`src/rtl/hex_torus_neighbor_index_assert.svh`:
```
// Assertion macros for the hex torus neighbor index unit
`ifndef HEX_TORUS_NEIGHBOR_INDEX_ASSERT_SVH
`define HEX_TORUS_NEIGHBOR_INDEX_ASSERT_SVH

`ifndef SYNTHESIS
`define HTNI_ASSERT_IMP(lbl, clock, rstn, ante, cons) \
    lbl: assert property (@(posedge clock) disable iff (!(rstn)) (ante) |-> (cons)) \
        else $error("htni assertion failed");
`define HTNI_ASSERT_NXT(lbl, clock, rstn, ante, cons) \
    lbl: assert property (@(posedge clock) disable iff (!(rstn)) (ante) |=> (cons)) \
        else $error("htni assertion failed");
`else
`define HTNI_ASSERT_IMP(lbl, clock, rstn, ante, cons)
`define HTNI_ASSERT_NXT(lbl, clock, rstn, ante, cons)
`endif

`endif

```
`src/rtl/htni_pkg.sv`:
```
// Shared types, constants and direction tables of the hex torus neighbor unit
package htni_pkg;

    localparam int MAX_WIDTH  = 256;
    localparam int MAX_HEIGHT = 256;
    localparam int CFG_W      = 9;
    localparam int IDX_W      = 16;
    localparam int ROW_W      = $clog2(MAX_HEIGHT);
    localparam int COL_W      = $clog2(MAX_WIDTH);
    localparam int BIT_POS_W  = (ROW_W > 1) ? $clog2(ROW_W) : 1;
    localparam int HX_W       = COL_W + 3;
    localparam int HY_W       = ROW_W + 2;

    typedef enum logic [2:0] {
        DIR_RIGHT      = 3'd0,
        DIR_RIGHT_UP   = 3'd1,
        DIR_LEFT_UP    = 3'd2,
        DIR_LEFT       = 3'd3,
        DIR_LEFT_DOWN  = 3'd4,
        DIR_RIGHT_DOWN = 3'd5
    } dir_t;

    typedef enum logic {
        CMD_NEIGHBOR  = 1'b0,
        CMD_DIRECTION = 1'b1
    } cmd_t;

    typedef enum logic {
        REG_GRID_WIDTH  = 1'b0,
        REG_GRID_HEIGHT = 1'b1
    } reg_idx_t;

    // one item as it walks down the divider chain; both indices are divided side by side
    typedef struct packed {
        cmd_t              cmd;
        logic [2:0]        dir;
        logic              from_in;
        logic              to_in;
        logic [IDX_W-1:0]  from_rem;
        logic [IDX_W-1:0]  to_rem;
        logic [ROW_W-1:0]  from_q;
        logic [ROW_W-1:0]  to_q;
    } div_item_t;

    // hand-off from the hex step stage to the output stage
    typedef struct packed {
        logic              nb_valid;
        logic [ROW_W-1:0]  hy;
        logic [COL_W-1:0]  ncol;
        logic [2:0]        dir_out;
        logic [2:0]        opposite_dir;
        logic              result_valid;
    } step_res_t;

    function automatic logic dir_ok(input logic [2:0] d);
        return (d <= 3'(DIR_RIGHT_DOWN));
    endfunction

    function automatic logic signed [2:0] step_dx(input logic [2:0] d);
        logic signed [2:0] r;
        unique case (d)
            DIR_RIGHT:      r = 3'sd2;
            DIR_RIGHT_UP:   r = 3'sd1;
            DIR_LEFT_UP:    r = -3'sd1;
            DIR_LEFT:       r = -3'sd2;
            DIR_LEFT_DOWN:  r = -3'sd1;
            DIR_RIGHT_DOWN: r = 3'sd1;
            default:        r = 3'sd0;
        endcase
        return r;
    endfunction

    function automatic logic signed [1:0] step_dy(input logic [2:0] d);
        logic signed [1:0] r;
        unique case (d)
            DIR_RIGHT:      r = 2'sd0;
            DIR_RIGHT_UP:   r = 2'sd1;
            DIR_LEFT_UP:    r = 2'sd1;
            DIR_LEFT:       r = 2'sd0;
            DIR_LEFT_DOWN:  r = -2'sd1;
            DIR_RIGHT_DOWN: r = -2'sd1;
            default:        r = 2'sd0;
        endcase
        return r;
    endfunction

    function automatic logic [2:0] opp_dir(input logic [2:0] d);
        logic [2:0] r;
        unique case (d)
            DIR_RIGHT:      r = DIR_LEFT;
            DIR_RIGHT_UP:   r = DIR_LEFT_DOWN;
            DIR_LEFT_UP:    r = DIR_RIGHT_DOWN;
            DIR_LEFT:       r = DIR_RIGHT;
            DIR_LEFT_DOWN:  r = DIR_RIGHT_UP;
            DIR_RIGHT_DOWN: r = DIR_LEFT_UP;
            default:        r = 3'd0;
        endcase
        return r;
    endfunction

endpackage

```
`src/rtl/htni_div_cell.sv`:
```
// One cell of the divider chain: one quotient bit for both cell indices
module htni_div_cell (
    input  logic                          clk,
    input  logic                          rst_n,
    input  logic [htni_pkg::BIT_POS_W-1:0] bit_pos,
    input  logic [htni_pkg::CFG_W-1:0]    width,
    input  logic                          in_valid,
    output logic                          in_ready,
    input  htni_pkg::div_item_t           in_item,
    output logic                          out_valid,
    input  logic                          out_ready,
    output htni_pkg::div_item_t           out_item
);
    import htni_pkg::*;

    logic               valid_reg;
    logic               valid_next;
    div_item_t          item_reg;
    div_item_t          item_next;
    logic [IDX_W:0]     divisor;
    logic               from_ge;
    logic               to_ge;

    assign divisor  = (IDX_W + 1)'(width) << bit_pos;
    assign from_ge  = {1'b0, in_item.from_rem} >= divisor;
    assign to_ge    = {1'b0, in_item.to_rem} >= divisor;
    assign in_ready = !valid_reg || out_ready;

    always_comb
    begin
        item_next          = in_item;
        item_next.from_rem = from_ge ? in_item.from_rem - divisor[IDX_W-1:0] : in_item.from_rem;
        item_next.to_rem   = to_ge ? in_item.to_rem - divisor[IDX_W-1:0] : in_item.to_rem;
        item_next.from_q   = {in_item.from_q[ROW_W-2:0], from_ge};
        item_next.to_q     = {in_item.to_q[ROW_W-2:0], to_ge};
        valid_next         = in_ready ? in_valid : valid_reg;
    end

    always_ff @(posedge clk or negedge rst_n)
    begin
        if (!rst_n)
        begin
            valid_reg <= 1'b0;
        end
        else
        begin
            valid_reg <= valid_next;
        end
    end

    always_ff @(posedge clk)
    begin
        if (in_ready && in_valid)
        begin
            item_reg <= item_next;
        end
    end

    assign out_valid = valid_reg;
    assign out_item  = item_reg;

endmodule

```
`src/rtl/htni_hex_step.sv`:
```
// Hex coordinate stage: neighbor step with wrap, or direction between two cells
module htni_hex_step (
    input  logic                       clk,
    input  logic                       rst_n,
    input  logic [htni_pkg::CFG_W-1:0] width,
    input  logic [htni_pkg::CFG_W-1:0] height,
    input  logic                       in_valid,
    output logic                       in_ready,
    input  htni_pkg::div_item_t        in_item,
    output logic                       out_valid,
    input  logic                       out_ready,
    output htni_pkg::step_res_t        out_res
);
    import htni_pkg::*;

    logic                    valid_reg;
    logic                    valid_next;
    step_res_t               res_reg;
    step_res_t               res_next;

    logic [COL_W:0]          fx;
    logic [COL_W:0]          tx;
    logic signed [HX_W-1:0]  w2;
    logic signed [HY_W-1:0]  hs;
    logic signed [HX_W-1:0]  hx_raw;
    logic signed [HX_W-1:0]  hx_wrap;
    logic signed [HY_W-1:0]  hy_raw;
    logic signed [HY_W-1:0]  hy_wrap;
    logic signed [HX_W-1:0]  dx;
    logic signed [HY_W-1:0]  dy;
    logic                    from_ok;
    logic                    to_ok;
    logic                    d_ok;
    logic                    row_same;
    logic                    row_up;
    logic                    row_down;
    logic                    col_r2;
    logic                    col_l2;
    logic                    col_r1;
    logic                    col_l1;

    // doubled column axis: odd rows sit half a cell to the right
    assign fx = {in_item.from_rem[COL_W-1:0], 1'b0} + (COL_W + 1)'(in_item.from_q[0]);
    assign tx = {in_item.to_rem[COL_W-1:0], 1'b0} + (COL_W + 1)'(in_item.to_q[0]);
    assign w2 = $signed({1'b0, width, 1'b0});
    assign hs = $signed(HY_W'(height));

    assign from_ok = in_item.from_in && ({1'b0, in_item.from_q} < height);
    assign to_ok   = in_item.to_in && ({1'b0, in_item.to_q} < height);
    assign d_ok    = dir_ok(in_item.dir);

    always_comb
    begin
        hx_raw = $signed(HX_W'(fx)) + HX_W'(step_dx(in_item.dir));
        hy_raw = $signed(HY_W'(in_item.from_q)) + HY_W'(step_dy(in_item.dir));
        if (hx_raw >= w2)
            hx_wrap = hx_raw - w2;
        else if (hx_raw < 0)
            hx_wrap = hx_raw + w2;
        else
            hx_wrap = hx_raw;
        if (hy_raw >= hs)
            hy_wrap = hy_raw - hs;
        else if (hy_raw < 0)
            hy_wrap = hy_raw + hs;
        else
            hy_wrap = hy_raw;
    end

    assign dx = $signed(HX_W'(tx)) - $signed(HX_W'(fx));
    assign dy = $signed(HY_W'(in_item.to_q)) - $signed(HY_W'(in_item.from_q));

    // wrapped differences count as adjacent too
    assign row_same = (dy == 0);
    assign row_up   = (dy == 1) || (dy == 1 - hs);
    assign row_down = (dy == -1) || (dy == hs - 1);
    assign col_r2   = (dx == 2) || (dx == 2 - w2);
    assign col_l2   = (dx == -2) || (dx == w2 - 2);
    assign col_r1   = (dx == 1) || (dx == 1 - w2);
    assign col_l1   = (dx == -1) || (dx == w2 - 1);

    always_comb
    begin
        res_next              = '0;
        res_next.opposite_dir = opp_dir(in_item.dir);
        res_next.hy           = hy_wrap[ROW_W-1:0];
        res_next.ncol         = hx_wrap[COL_W:1];
        if (in_item.cmd == CMD_NEIGHBOR)
        begin
            res_next.nb_valid     = d_ok && from_ok;
            res_next.result_valid = d_ok && from_ok;
        end
        else if (from_ok && to_ok)
        begin
            res_next.result_valid = 1'b1;
            priority if (row_same && col_r2)
                res_next.dir_out = DIR_RIGHT;
            else if (row_same && col_l2)
                res_next.dir_out = DIR_LEFT;
            else if (row_same)
                res_next.result_valid = 1'b0;
            else if (row_up && col_r1)
                res_next.dir_out = DIR_RIGHT_UP;
            else if (row_up && col_l1)
                res_next.dir_out = DIR_LEFT_UP;
            else if (row_up)
                res_next.result_valid = 1'b0;
            else if (row_down && col_r1)
                res_next.dir_out = DIR_RIGHT_DOWN;
            else if (row_down && col_l1)
                res_next.dir_out = DIR_LEFT_DOWN;
            else
                res_next.result_valid = 1'b0;
        end
    end

    assign in_ready   = !valid_reg || out_ready;
    assign valid_next = in_ready ? in_valid : valid_reg;

    always_ff @(posedge clk or negedge rst_n)
    begin
        if (!rst_n)
        begin
            valid_reg <= 1'b0;
        end
        else
        begin
            valid_reg <= valid_next;
        end
    end

    always_ff @(posedge clk)
    begin
        if (in_ready && in_valid)
        begin
            res_reg <= res_next;
        end
    end

    assign out_valid = valid_reg;
    assign out_res   = res_reg;

endmodule

```
`src/rtl/hex_torus_neighbor_index.sv`:
```
// Top level of the hex torus neighbor index unit
// Takes one beat per clock while the output is not stalled and gives one result beat per input
// beat, in order. A chain of ROW_W divider cells splits both cell indices into row and column
// one quotient bit per cell, one stage forms the hex step or direction, and the output
// register forms the row-major neighbor index with one multiply. Every stage holds its beat
// while the next one is full, so the chain fills up behind a stalled output and keeps taking
// beats until all stages hold one. Grid width and height are clamped to 1..256; write them
// only while no beat is in flight.
module hex_torus_neighbor_index (
    input  logic                       clk,
    input  logic                       rst_n,
    input  logic                       cfg_we,
    input  logic                       cfg_index,
    input  logic [htni_pkg::CFG_W-1:0] cfg_data,
    input  logic                       s_tvalid,
    output logic                       s_tready,
    input  logic [39:0]                s_tdata,   // from_cell, to_cell, dir_in, zero pad
    input  logic                       s_tuser,   // cmd
    output logic                       m_tvalid,
    input  logic                       m_tready,
    output logic [23:0]                m_tdata,   // neighbor_cell, dir_out, opposite_dir, pad
    output logic                       m_tuser    // result_valid
);
    import htni_pkg::*;

    `include "hex_torus_neighbor_index_assert.svh"

    logic [CFG_W-1:0]   width_reg;
    logic [CFG_W-1:0]   height_reg;
    logic [CFG_W-1:0]   eff_width;
    logic [CFG_W-1:0]   eff_height;

    div_item_t          chain_item  [ROW_W+1];
    logic               chain_valid [ROW_W+1];
    logic               chain_ready [ROW_W+1];

    logic               step_valid;
    logic               step_ready;
    step_res_t          step_res;

    logic               out_valid_reg;
    logic               out_valid_next;
    logic [IDX_W-1:0]   nb_reg;
    logic [IDX_W-1:0]   nb_next;
    logic [2:0]         dout_reg;
    logic [2:0]         opp_reg;
    logic               rv_reg;
    logic [IDX_W:0]     nb_sum;

    always_ff @(posedge clk or negedge rst_n)
    begin
        if (!rst_n)
        begin
            width_reg  <= CFG_W'(10);
            height_reg <= CFG_W'(10);
        end
        else if (cfg_we)
        begin
            unique case (reg_idx_t'(cfg_index))
                REG_GRID_WIDTH:  width_reg  <= cfg_data;
                REG_GRID_HEIGHT: height_reg <= cfg_data;
                default:         ;
            endcase
        end
    end

    always_comb
    begin
        if (width_reg == '0)
            eff_width = CFG_W'(1);
        else if (width_reg > CFG_W'(MAX_WIDTH))
            eff_width = CFG_W'(MAX_WIDTH);
        else
            eff_width = width_reg;
        if (height_reg == '0)
            eff_height = CFG_W'(1);
        else if (height_reg > CFG_W'(MAX_HEIGHT))
            eff_height = CFG_W'(MAX_HEIGHT);
        else
            eff_height = height_reg;
    end

    // an index below width << ROW_W divides exactly into ROW_W quotient bits
    assign chain_item[0].cmd      = cmd_t'(s_tuser);
    assign chain_item[0].dir      = s_tdata[34:32];
    assign chain_item[0].from_rem = s_tdata[15:0];
    assign chain_item[0].to_rem   = s_tdata[31:16];
    assign chain_item[0].from_q   = '0;
    assign chain_item[0].to_q     = '0;
    assign chain_item[0].from_in  = {1'b0, s_tdata[15:ROW_W]} < (IDX_W - ROW_W + 1)'(eff_width);
    assign chain_item[0].to_in    = {1'b0, s_tdata[31:16+ROW_W]} < (IDX_W - ROW_W + 1)'(eff_width);
    assign chain_valid[0]         = s_tvalid;

    assign s_tready = chain_ready[0];

    for (genvar i = 0; i < ROW_W; i++)
    begin : g_cell
        htni_div_cell u_cell (
            .clk       (clk),
            .rst_n     (rst_n),
            .bit_pos   (BIT_POS_W'(ROW_W - 1 - i)),
            .width     (eff_width),
            .in_valid  (chain_valid[i]),
            .in_ready  (chain_ready[i]),
            .in_item   (chain_item[i]),
            .out_valid (chain_valid[i+1]),
            .out_ready (chain_ready[i+1]),
            .out_item  (chain_item[i+1])
        );
    end

    htni_hex_step u_step (
        .clk       (clk),
        .rst_n     (rst_n),
        .width     (eff_width),
        .height    (eff_height),
        .in_valid  (chain_valid[ROW_W]),
        .in_ready  (chain_ready[ROW_W]),
        .in_item   (chain_item[ROW_W]),
        .out_valid (step_valid),
        .out_ready (step_ready),
        .out_res   (step_res)
    );

    // output register: row * width + column
    assign nb_sum         = (IDX_W + 1)'(step_res.hy) * (IDX_W + 1)'(eff_width)
                            + (IDX_W + 1)'(step_res.ncol);
    assign nb_next        = step_res.nb_valid ? nb_sum[IDX_W-1:0] : '0;
    assign step_ready     = !out_valid_reg || m_tready;
    assign out_valid_next = step_ready ? step_valid : out_valid_reg;

    always_ff @(posedge clk or negedge rst_n)
    begin
        if (!rst_n)
        begin
            out_valid_reg <= 1'b0;
        end
        else
        begin
            out_valid_reg <= out_valid_next;
        end
    end

    always_ff @(posedge clk)
    begin
        if (step_ready && step_valid)
        begin
            nb_reg   <= nb_next;
            dout_reg <= step_res.dir_out;
            opp_reg  <= step_res.opposite_dir;
            rv_reg   <= step_res.result_valid;
        end
    end

    assign m_tvalid = out_valid_reg;
    assign m_tdata  = {2'b00, opp_reg, dout_reg, nb_reg};
    assign m_tuser  = rv_reg;

    // a result carries either a neighbor index or a direction, never both
    `HTNI_ASSERT_IMP(a_nb_dir_excl, clk, rst_n, m_tvalid && |m_tdata[15:0], m_tdata[18:16] == '0)
    // opposite direction is always a legal code
    `HTNI_ASSERT_IMP(a_opp_legal, clk, rst_n, m_tvalid, m_tdata[21:19] <= 3'(DIR_RIGHT_DOWN))
    // with the output empty, the whole chain passes ready through to the input
    `HTNI_ASSERT_IMP(a_ready_when_empty, clk, rst_n, !m_tvalid, s_tready)
    // an invalid result never carries a neighbor index
    `HTNI_ASSERT_IMP(a_invalid_zero, clk, rst_n, m_tvalid && !m_tuser, m_tdata[15:0] == '0)

endmodule

```
`config.mk`:
```
export PLATFORM = sky130hd
export DESIGN_NAME = hex_torus_neighbor_index
export DESIGN_NICKNAME = d
export VERILOG_FILES = /design/src/rtl/htni_pkg.sv /design/src/rtl/htni_div_cell.sv /design/src/rtl/htni_hex_step.sv /design/src/rtl/hex_torus_neighbor_index.sv
export VERILOG_INCLUDE_DIRS = /design/src /design/src/rtl
export SDC_FILE = /design/constraint.sdc
export NUM_CORES = 1
export LEC_CHECK = 0
export CAP_MARGIN = 15
export CORE_MARGIN = 3
export CORE_UTILIZATION = 41
export CTS_CLUSTER_DIAMETER = 60
export DETAILED_ROUTE_END_ITERATION = 8
export DONT_BUFFER_PORTS = 1
export SLEW_MARGIN = 20
export SYNTH_ARGS = -nofsm -noshare
export SYNTH_HDL_FRONTEND = slang
export SYNTH_SLANG_ARGS = --single-unit
```
`constraint.sdc`:
```
create_clock -name clk -period 19.05 [get_ports clk]
set_input_delay 1.905 -clock clk [delete_from_list [all_inputs] [get_ports clk]]
set_output_delay 1.905 -clock clk [all_outputs]
set_load 0.02 [all_outputs]
```
==> impl_metrics.env, run 1 <==
export IMPL_maxCapViolations=0
export IMPL_route_detailed_drc=0
export IMPL_multi_input_area_mm2=0.0153
export IMPL_overflow=0
export IMPL_cts_root_buf="clkbuf_16"
export IMPL_rows=97
export IMPL_largest_register_ffs=360
export IMPL_pwr_share_comb_pct=56.2
export IMPL_synth_edf_count=407
export IMPL_gp_congestion=0.897
export IMPL_drive_gt1_share_pct=7.38
export IMPL_yosysWarningCount=0
export IMPL_initial_core_util_pct=41.6
export IMPL_seq_area_mm2=0.0129
export IMPL_min_from="g_cell[3].u_cell.out_item[10]"
export IMPL_required_ns=19.41
export IMPL_grt_max_degree=53
export IMPL_first_pass_iters=5
export IMPL_postCtsSetupRepairBufs=0
export IMPL_power_frac_seq_pct=27.5
export IMPL_fin_crit_ns=6.13
export IMPL_cp_max_fo=29
export IMPL_crit_path_end_kind="flop"
export IMPL_vdd_drop_max_mv=0.174
export IMPL_critPathMaxStageDelay_ns=0.83
export IMPL_slew_headroom_pct=30.7
export IMPL_cts_inserted_buffers=53
export IMPL_slew_viol_final=0
export IMPL_port_buffers=0
export IMPL_grt_pass1_vias=20500
export IMPL_switching_share_pct=41.6
export IMPL_first_iter_violations=1110
export IMPL_place_inst=3605
export IMPL_tightest_slew_ns=1.04
export IMPL_core_area_mm2=0.0704
export IMPL_p_per_area_mw_per_mm2=201
export IMPL_fp_dieW_um=273
export IMPL_seq_area_frac_synth_pct=44.1
export IMPL_nets=3129
export IMPL_async_reset_ff_share_pct=6.44
export IMPL_ys_ff_latch=435
export IMPL_clkPwrFrac_pct=16.2
export IMPL_avgSynthCellArea_um2=10.9
export IMPL_synthTopCellsByArea="edfxtp_1 42%, ha_1 12%, fa_1 5.0%, xnor2_1 3.5%, inv_1 2.8%"
export IMPL_vias_per_cell=5.37
export IMPL_ant_nets=0
export IMPL_synth_ff_type="edfxtp_1"
export IMPL_ff2ff_path_depth=20
export IMPL_r2r_end="nb_reg[15]"
export IMPL_hold_path_end="g_cell[4].u_cell.out_item[11]"
export IMPL_synth_top_area_share_pct=41.7
export IMPL_r2r_start="width_reg[8]"
export IMPL_clk_pin_slew_ns=0.06
export IMPL_routed_wl_um=65000
export IMPL_synthDistinctLibCells=89
export IMPL_cts_tree="built"
export IMPL_clkSinkCount=435
export IMPL_period_share_pct=32.2
export IMPL_grt_setup_unrepaired="no"
export IMPL_grt_pass1_wl_um=106000
export IMPL_power_leakage_nw=13.0
export IMPL_crit_family="adder cells"
export IMPL_hold_buffers=0
export IMPL_worst_path_buf_inv=4
export IMPL_crit_slowest_cell="nor2b_1"
export IMPL_fillCellCount=6477
export IMPL_status="completed"
export IMPL_hold_path_depth=0
export IMPL_die_h_um=273
export IMPL_antenna_found_initial=1
export IMPL_yosys_area_top_type="edfxtp_1"
export IMPL_postLayoutCoreUtil_pct=45.9
export IMPL_internal_power_mw=3.80
export IMPL_worstPathCellList="buf_4 -> nor2b_1 -> nand2_1 -> fa_1 -> inv_1 -> fa_1 -> inv_1 -> fa_1 -> fa_1 -> inv_1 -> ha_1 -> o21ai_0 -> a21boi_0 -> o21ai_0 -> a21boi_0 -> o21ai_0 -> a21oi_1 -> o41ai_1 -> xnor2_1 -> and2_1"
export IMPL_dieArea_mm2=0.0748
export IMPL_cp_common_cell="fa_1"
export IMPL_dp_final_hpwl_um=49000
export IMPL_fin_cells=3703
export IMPL_cts_resized=0
export IMPL_start_kind="flop"
export IMPL_report_final_setup_viol=0
export IMPL_hp_class="flop to flop"
export IMPL_vias=19900
export IMPL_ff2ff_setup_slack_ns=12.92
export IMPL_arrival_ns=6.50
export IMPL_clock_latency_ns=0.61
export IMPL_diodes=0
export IMPL_wl_per_cell_um=17.6
export IMPL_cts_max_level=2
export IMPL_max_freq_mhz=163
export IMPL_synthCells=2701
export IMPL_cts_buffer_depth=3
export IMPL_finalHoldViolations=0
export IMPL_syn_area_mm2=0.0293
export IMPL_path_class="flop to flop"
export IMPL_tns_ns=0
export IMPL_p_switching_mw=2.71
export IMPL_io_pins=83
export IMPL_gr_usage_all_layers_pct=17.5
export IMPL_clock_skew_ns=0.0173
export IMPL_syn2layout_area_growth_pct=10.2
## synth_stat cells, types with 6 or more instances
cell,number
edfxtp_1,407
ha_1,280
inv_1,219
nor2_1,175
a21oi_1,164
nand2_1,164
o21ai_0,137
xnor2_1,117
xor2_1,74
fa_1,73
a21o_1,68
and2_1,68
nor2b_1,67
nand2b_1,52
nor3_1,51
mux2_2,49
clkbuf_1,44
a21boi_0,35
nand3_1,33
nand4_1,29
nor4_1,28
o21bai_1,25
dfrtp_1,24
mux2i_1,23
o21a_1,19
o22ai_1,19
o31ai_1,19
and3_1,18
or3_1,14
a211oi_1,12
a31oi_1,12
o21ai_1,11
or2_2,11
nor3b_1,10
or4_1,10
nand3b_1,8
buf_2,7
a221o_1,6
a22oi_1,6
and4b_1,6
o221ai_1,6
## cells in the final DEF, fill, tap and decap left out, types with 8 or more instances in the layout
cell type and n:
nor2b_1 63, ha_1 280, or2_2 11, o22ai_1 19, a21o_1 68, mux2i_1 23
nor2_1 175, nand2b_1 52, buf_4 22, nand2_1 164, nand3_1 33, bufinv_16 8
o21ai_0 137, nor3b_1 10, nand4_1 29, and2_1 63, nor4_1 28, a21boi_0 35
nand3b_1 8, fa_1 73, or3_1 14, edfxtp_1 407, or4_1 10, a211oi_1 12
xor2_1 74, a31oi_1 12, nor3_1 51, a21oi_1 164, o21a_1 19, mux2_2 49
inv_1 219, and3_1 18, xnor2_1 117, o31ai_1 19, o21ai_1 11, o21bai_1 25
clkbuf_16 53, dfrtp_1 24
## power by group through the flow
stage / sequential, mW / clock (mW) / combinational [mW]
floorplan: 1.72 / 0 / 2.94
global placement: 1.80 / 0 / 3.56
detailed placement: 1.81 / 0 / 3.64
CTS: 1.79 / 1.09 / 3.67
global route: 1.83 / 1.13 / 4.17
finish: 1.79 / 1.06 / 3.66
## per-layer routing
layer	GRT usage, %	share of wire [%]	up-vias
met3	2.95	4.1	152
li1	-	-	9850
met4	6.67	3.5	2
met5	0	0.028	-
met2	30.8	49	405
met1	21.6	44	9491
## through the flow
stage | hold WS (ns) | setup WS [ns] | cell area [um2] | total power, mW
6_report | 0.414 | 12.92 | 32300 | 6.50
2_1_floorplan | 0.400 | 12.98 | 29300 | 4.66
3_3_place_gp | 0.401 | 13.07 | 30400 | 5.36
3_5_place_dp | 0.405 | 12.91 | 30400 | 5.45
4_1_cts | 0.416 | 12.85 | 32300 | 6.55
5_1_grt | 0.420 | 12.40 | 32300 | 7.12
## how the worst max path moves through the flow
stage | from | depth (start not counted) | end
after detailed placement | width_reg[8] | 20 | nb_reg[15]
final | width_reg[8] | 20 | nb_reg[15]
after global placement | width_reg[8] | 20 | nb_reg[15]
after floorplan | width_reg[1] | 18 | nb_reg[15]
after global routing | width_reg[8] | 20 | nb_reg[15]
after CTS | width_reg[8] | 20 | nb_reg[15]
## logic make-up after synthesis
family | share of synthesized area (%)
XOR/XNOR | 5.84
buffers and inverters | 3.68
adder cells (fa/ha/maj) | 16.9
flip-flops | 44.1
AO/OA/AOI/OAI | 13.0
other | 0.0128
multiplexers | 2.67
AND/OR/NAND/NOR | 13.8
## final cells by class
type                       instances  share of cell area [%]
clock buffer                      59                    4.21
clock inverter                    39                    1.53
inverter                         221                    2.57
multi-input combinational       1987                    47.5
sequential                       435                    40.0
tap                              940                    3.64
timing repair buffer              22                   0.511
(Power assumes the default switching activity.)
==> run 2: changes to the inputs <==
--- a/config.mk
+++ b/config.mk
@@ -6,6 +6,7 @@
 export SDC_FILE = /design/constraint.sdc
 export NUM_CORES = 1
 export LEC_CHECK = 0
+export ABC_AREA = 1
 export CAP_MARGIN = 15
 export CORE_MARGIN = 3
 export CORE_UTILIZATION = 41
==> constraint.sdc (replaced) <==
create_clock -name clk -period 5.02 [get_ports clk]
set_input_delay 0.502 -clock clk [delete_from_list [all_inputs] [get_ports clk]]
set_output_delay 0.502 -clock clk [all_outputs]
set_load 0.02 [all_outputs]
==> run 2 against run 1 <==
Clock-buffer cell count grew 5. Sequential power grew to 4.0 times the previous value. Power grew to 3.8 times the previous value. Sequential share of layout area shrank 1.0 points. Critical path type unchanged. Highest routed layer is now met4.
==> impl_metrics.env, run 2 <==
export IMPL_syn_area_mm2=0.0297
export IMPL_core_area_mm2=0.0716
export IMPL_fp_dieW_um=275
export IMPL_dp_final_hpwl_um=49400
export IMPL_yosys_area_top_type="edfxtp_1"
export IMPL_overflow=0
export IMPL_grt_pass1_vias=20700
export IMPL_port_buffers=0
export IMPL_postLayoutCoreUtil_pct=46.3
export IMPL_start_kind="flop"
export IMPL_fin_area_mm2=0.0331
export IMPL_clock_latency_ns=0.62
export IMPL_ff2ff_path_depth=21
export IMPL_tns_ns=0
export IMPL_rows=98
export IMPL_cts_max_level=2
export IMPL_gp_congestion=0.878
export IMPL_final_cell_mix="595 x nand2_1, 439 x inv_1, 407 x edfxtp_1"
export IMPL_arrival_ns=5.23
export IMPL_worstPathCellList="inv_6 -> nand2_4 -> inv_2 -> buf_6 -> nand2_1 -> fa_1 -> fa_1 -> fa_1 -> fa_1 -> inv_1 -> ha_4 -> inv_1 -> nor3_2 -> a21oi_2 -> o21ai_1 -> nand2_1 -> inv_1 -> nor2_1 -> o21bai_1 -> o21ai_0 -> a21oi_1"
export IMPL_hold_path_end="m_tvalid"
export IMPL_fin_crit_ns=4.76
export IMPL_ff2ff_setup_slack_ns=0.26
export IMPL_layout_setup_ws_ns=0.255
export IMPL_gr_usage_all_layers_pct=16.9
export IMPL_cp_common_cell="fa_1"
export IMPL_ys_ff_latch=435
export IMPL_grt_pass1_wl_um=103000
export IMPL_cts_root_buf="clkbuf_16"
export IMPL_cts_inserted_buffers=54
export IMPL_initial_core_util_pct=41.5
export IMPL_vias=21400
export IMPL_die_h_um=275
export IMPL_power_total_mw=24.7
export IMPL_hold_path_depth=3
export IMPL_crit_family="adder cells"
export IMPL_largest_register_ffs=360
export IMPL_p_per_area_mw_per_mm2=747
export IMPL_postCtsSetupRepairBufs=0
export IMPL_worst_path_buf_inv=6
export IMPL_seq_area_mm2=0.0129
export IMPL_synth_edf_count=407
export IMPL_clkSinkCount=435
export IMPL_yosysWarningCount=0
export IMPL_route_detailed_drc=0
export IMPL_hp_class="input port to flop"
export IMPL_synthTopCellsByArea="edfxtp_1 41%, ha_1 12%, nand2_1 7.6%, inv_1 5.6%, fa_1 4.9%"
export IMPL_cts_tree="built"
export IMPL_clk_pin_slew_ns=0.06
export IMPL_vdd_drop_max_mv=0.726
export IMPL_antenna_found_initial=1
export IMPL_slew_viol_final=0
export IMPL_synth_ff_type="edfxtp_1"
export IMPL_syn2layout_area_growth_pct=11.6
export IMPL_wl_per_cell_um=14.7
export IMPL_crit_slowest_cell="fa_1"
export IMPL_dieArea_mm2=0.0757
export IMPL_crit_path_end_kind="flop"
export IMPL_seq_area_frac_synth_pct=43.6
export IMPL_r2r_start="width_reg[8]"
export IMPL_min_from="m_tready"
export IMPL_ant_nets=0
export IMPL_max_freq_mhz=210
export IMPL_power_leakage_nw=14.5
export IMPL_avgSynthCellArea_um2=9.18
export IMPL_nets=3731
export IMPL_path_class="flop to flop"
export IMPL_period_share_pct=94.9
export IMPL_synthCells=3233
export IMPL_critPathMaxStageDelay_ns=0.58
export IMPL_first_pass_iters=6
export IMPL_synth_top_area_share_pct=41.2
export IMPL_pre_cts_ws_ns=0.148
export IMPL_grt_max_degree=53
export IMPL_synth_top_cells_by_count="598 x nand2_1, 442 x inv_1, 407 x edfxtp_1"
export IMPL_cp_max_fo=10
export IMPL_slew_headroom_pct=30.4
export IMPL_async_reset_ff_share_pct=6.44
export IMPL_synthDistinctLibCells=62
export IMPL_status="completed"
export IMPL_tightest_slew_ns=1.04
export IMPL_fillCellCount=6872
export IMPL_vias_per_cell=4.95
export IMPL_synth_most_common_cell="nand2_1"
export IMPL_io_pins=83
export IMPL_routed_wl_um=63500
export IMPL_cts_buffer_depth=3
export IMPL_layout_commonest_cell="nand2_1"
export IMPL_r2r_end="nb_reg[14]"
export IMPL_clock_skew_ns=0.0302
export IMPL_diodes=0
export IMPL_dpl_cell_area_mm2=0.0311
export IMPL_maxCapViolations=0
export IMPL_multi_input_area_mm2=0.0150
export IMPL_report_final_setup_viol=0
export IMPL_first_iter_violations=917
export IMPL_finalHoldViolations=0
export IMPL_required_ns=5.48
export IMPL_drive_gt1_share_pct=6.21
## run 2: changes by cell type after synthesis, moves of 62 or more
cell | previous run | this run
inv_1 | 219 | 442
nand2_1 | 164 | 598
and2_1 | 68 | 6
nor2b_1 | 67 | 0
nor2_1 | 175 | 316
a21o_1 | 68 | 3
xor2_1 | 74 | 139
a21oi_1 | 164 | 257
nand3_1 | 33 | 112
xnor2_1 | 117 | 53
## run 2: logic make-up (layout without fill, tap and decap cells)
logic type | after synthesis | count (layout) | share of synthesized area, %
compound gates | 559 | 559 | 10.3
xor+xnor | 193 | 193 | 5.72
fa+ha+maj | 353 | 353 | 16.7
buf+inv | 496 | 628 | 6.41
flops | 435 | 435 | 43.6
mux | 3 | 3 | 0.114
other cells | 1 | 2 | 0.0126
simple gates | 1193 | 1193 | 17.1
## run 2: timing repair
action                                  in CTS  in global routing
endpoints found under the setup margin       0                  9
hold endpoints to repair                    47                  0
hold buffers                                21                  0
resized for setup                            0                 16
## run 2: worst reg2reg max path, stage by stage (launching register included)
cell	delay (ns)
dfrtp_2	0.43
inv_6	0.14
nand2_4	0.13
inv_2	0.10
buf_6	0.16
nand2_1	0.09
fa_1	0.58
fa_1	0.46
fa_1	0.52
fa_1	0.54
inv_1	0.06
ha_4	0.30
inv_1	0.06
nor3_2	0.21
a21oi_2	0.10
o21ai_1	0.16
nand2_1	0.07
inv_1	0.08
nor2_1	0.04
o21bai_1	0.14
o21ai_0	0.09
a21oi_1	0.14
## run 2: layout make-up
cell class,instances,area share (%)
Timing Repair Buffer,73,1.94
Clock buffer,64,4.19
Sequential cell,435,39.0
Tap cell,950,3.59
Multi-Input combinational cell,2303,45.2
Inverter,455,5.19
Clock inverter,36,0.903
## run 2: where the power goes
group | internal [mW] | switching (mW) | leakage, nW
clock | 2.06 | 1.58 | 0.824
sequential | 6.32 | 0.823 | 4.22
combinational | 5.29 | 8.65 | 9.47
total | 13.7 | 11.1 | 14.5
## run 2: worst max path at each step
stage	startpoint	endpoint	slack [ns]	cells past startpoint
floorplan	width_reg[8]	nb_reg[14]	0.02	21
global route	width_reg[8]	nb_reg[14]	-0.01	21
CTS	width_reg[8]	nb_reg[14]	0.13	21
finish	width_reg[8]	nb_reg[14]	0.26	21
global placement	width_reg[8]	nb_reg[15]	0.19	21
detailed placement	width_reg[8]	nb_reg[15]	0.15	21
## run 2: stage by stage
step	hold WS, ns	cells
floorplan	0.206	3234
global placement	0.207	4193
detailed placement	0.207	4194
CTS	0.0580	4315
global route	0.0661	4316
finish	0.0963	4316
## run 2: layer usage
layer | GRT usage, % | vias to the layer above | routed length (um)
met4 | 6.20 | 0 | 2450
met1 | 20.7 | 9768 | 27900
met3 | 3.13 | 122 | 2530
met5 | 0 | - | 0
li1 | - | 11100 | -
met2 | 29.8 | 340 | 30600
==> run 3: changes to the inputs <==
--- a/config.mk
+++ b/config.mk
@@ -8,11 +8,14 @@
 export LEC_CHECK = 0
 export ABC_AREA = 1
 export CAP_MARGIN = 15
+export CELL_PAD_IN_SITES_DETAIL_PLACEMENT = 0
+export CELL_PAD_IN_SITES_GLOBAL_PLACEMENT = 2
 export CORE_MARGIN = 3
-export CORE_UTILIZATION = 41
+export CORE_UTILIZATION = 38
 export CTS_CLUSTER_DIAMETER = 60
 export DETAILED_ROUTE_END_ITERATION = 8
 export DONT_BUFFER_PORTS = 1
+export PLACE_DENSITY_LB_ADDON = 0.1
 export SLEW_MARGIN = 20
 export SYNTH_ARGS = -nofsm -noshare
 export SYNTH_HDL_FRONTEND = slang
==> run 3 against run 2 <==
Design area increased by 1.3%. Worst hold slack improved by 0.0013 ns. Largest cell class unchanged. Cell count increased by 2.2%. Core utilization decreased by 2.5 points. Worst setup slack improved by 0.052 ns. Routed wire length increased by 17%.
==> impl_metrics.env, run 3 (synthesized netlist as in run 2, its figures left out) <==
export IMPL_gp_congestion=0.843
export IMPL_clock_latency_ns=0.63
export IMPL_grt_pass1_wl_um=119000
export IMPL_antenna_found_initial=1
export IMPL_p_per_area_mw_per_mm2=770
export IMPL_finalHoldViolations=0
export IMPL_wl_per_cell_um=16.8
export IMPL_r2r_end="nb_reg[14]"
export IMPL_initial_core_util_pct=38.7
export IMPL_fin_cells=4413
export IMPL_start_kind="flop"
export IMPL_grt_max_degree=53
export IMPL_hp_class="input port to flop"
export IMPL_dpl_cell_area_mm2=0.0313
export IMPL_syn2layout_area_growth_pct=13.0
export IMPL_max_freq_mhz=212
export IMPL_first_pass_iters=5
export IMPL_holdWs_ns=0.0976
export IMPL_cts_inserted_buffers=56
export IMPL_route_detailed_drc=0
export IMPL_largest_register_ffs=360
export IMPL_slew_headroom_pct=32.4
export IMPL_clkSinkCount=435
export IMPL_period_share_pct=93.9
export IMPL_fin_crit_ns=4.71
export IMPL_fp_dieW_um=285
export IMPL_place_inst=4283
export IMPL_final_cell_mix="595 x nand2_1, 437 x inv_1, 407 x edfxtp_1"
export IMPL_routed_wl_um=74000
export IMPL_hold_path_end="m_tvalid"
export IMPL_rows=101
export IMPL_maxCapViolations=0
export IMPL_cts_buffer_depth=3
export IMPL_report_final_setup_viol=0
export IMPL_layout_setup_ws_ns=0.307
export IMPL_grt_pass1_vias=22500
export IMPL_hold_path_depth=3
export IMPL_ff2ff_setup_slack_ns=0.31
export IMPL_arrival_ns=5.18
export IMPL_clock_skew_ns=0.0455
export IMPL_cts_root_buf="clkbuf_16"
export IMPL_cts_tree="built"
export IMPL_crit_path_end_kind="flop"
export IMPL_vdd_drop_max_mv=0.373
export IMPL_vias=21500
export IMPL_port_buffers=0
export IMPL_r2r_start="width_reg[8]"
export IMPL_required_ns=5.49
export IMPL_min_from="m_tready"
export IMPL_core_area_mm2=0.0767
export IMPL_clk_pin_slew_ns=0.06
export IMPL_layout_commonest_cell="nand2_1"
export IMPL_io_pins=83
export IMPL_fin_area_mm2=0.0335
export IMPL_power_leakage_nw=14.6
export IMPL_tns_ns=0
export IMPL_tightest_slew_ns=1.01
export IMPL_dp_final_hpwl_um=58500
export IMPL_dieArea_mm2=0.0815
export IMPL_overflow=0
export IMPL_drive_gt1_share_pct=7.27
export IMPL_pre_cts_ws_ns=0.0388
export IMPL_path_class="flop to flop"
export IMPL_vias_per_cell=4.88
export IMPL_diodes=0
export IMPL_first_iter_violations=1009
export IMPL_gr_usage_all_layers_pct=18.5
export IMPL_nets=3744
export IMPL_status="completed"
export IMPL_cp_max_fo=10
export IMPL_ant_nets=0
export IMPL_ff2ff_path_depth=21
export IMPL_slew_viol_final=0
export IMPL_cts_max_level=2
export IMPL_die_h_um=285
[run 3: cell types whose count changed in the layout (fill, tap and decap cells not counted), sizes merged]
cell / before / now
clkinv: 29 / 25
clkbuf: 64 / 65
inv: 459 / 457
clkinvlp: 2 / 10
bufinv: 1 / 4
buf: 53 / 64
[run 3: layer usage]
metal,vias up,global-route usage (%),share of wire (%)
li1,11200,-,-
met1,9986,22.1,43
met2,245,33.8,50
met3,122,2.71,3.0
met4,0,6.27,3.4
met5,-,0,0
[run 3: worst max-delay path by stage]
| stage | start | end | slack (ns) | cells past startpoint |
|---|---|---|---|---|
| finish | width_reg[8] | nb_reg[14] | 0.31 | 21 |
| global route | g_cell[7].u_cell.out_item[51] | u_step.out_res[14] | -0.02 | 24 |
| CTS | width_reg[8] | nb_reg[14] | 0.02 | 21 |
| detailed placement | width_reg[8] | nb_reg[14] | 0.04 | 21 |
| global placement | width_reg[0] | nb_reg[14] | 0.07 | 23 |
| floorplan | width_reg[8] | nb_reg[14] | 0.02 | 21 |
[run 3: repair_timing]
action / in CTS / in global routing
setup buffers: 0 / 3
hold buffers: 21 / 0
endpoints found under the hold margin: 47 / 0
gates resized for setup: 0 / 22
endpoints found under the setup margin: 0 / 11
[run 3: layout make-up]
class	count	area, um2
clock buffers	65	1500
clock inverters	41	429
fillers	7530	43200
inverters	455	1720
multi-input cells	2303	15000
flip-flops and latches	435	12900
well taps	1030	1290
repair buffers	84	701
[run 3: through the flow]
step / power, mW / utilization [%]
floorplan: 17.9 / -
global placement: 21.6 / 40.8
detailed placement: 21.7 / 40.8
CTS: 26.0 / 43.6
global route: 28.7 / 43.7
finish: 25.8 / 43.7
[run 3: critical path, stage by stage, from the launching register on]
cell      delay (ns)
dfrtp_2         0.44
clkinv_8        0.12
nand2_4         0.06
buf_4           0.15
nor2_1          0.15
fa_1            0.44
fa_1            0.52
fa_1            0.55
inv_1           0.05
fa_1            0.53
inv_1           0.04
ha_1            0.32
nand2_1         0.10
nor3_2          0.20
a21oi_2         0.10
o21ai_1         0.16
nand2_1         0.07
inv_1           0.07
nor2_1          0.05
o21bai_1        0.17
o21ai_0         0.09
a21oi_1         0.15
[run 3: report_power, final]
| part | total, mW | switching, mW | internal (mW) |
|---|---|---|---|
| logic | 14.6 | 9.17 | 5.45 |
| registers | 7.15 | 0.827 | 6.32 |
| clock network | 4.07 | 1.68 | 2.38 |
| total | 25.8 | 11.7 | 14.2 |
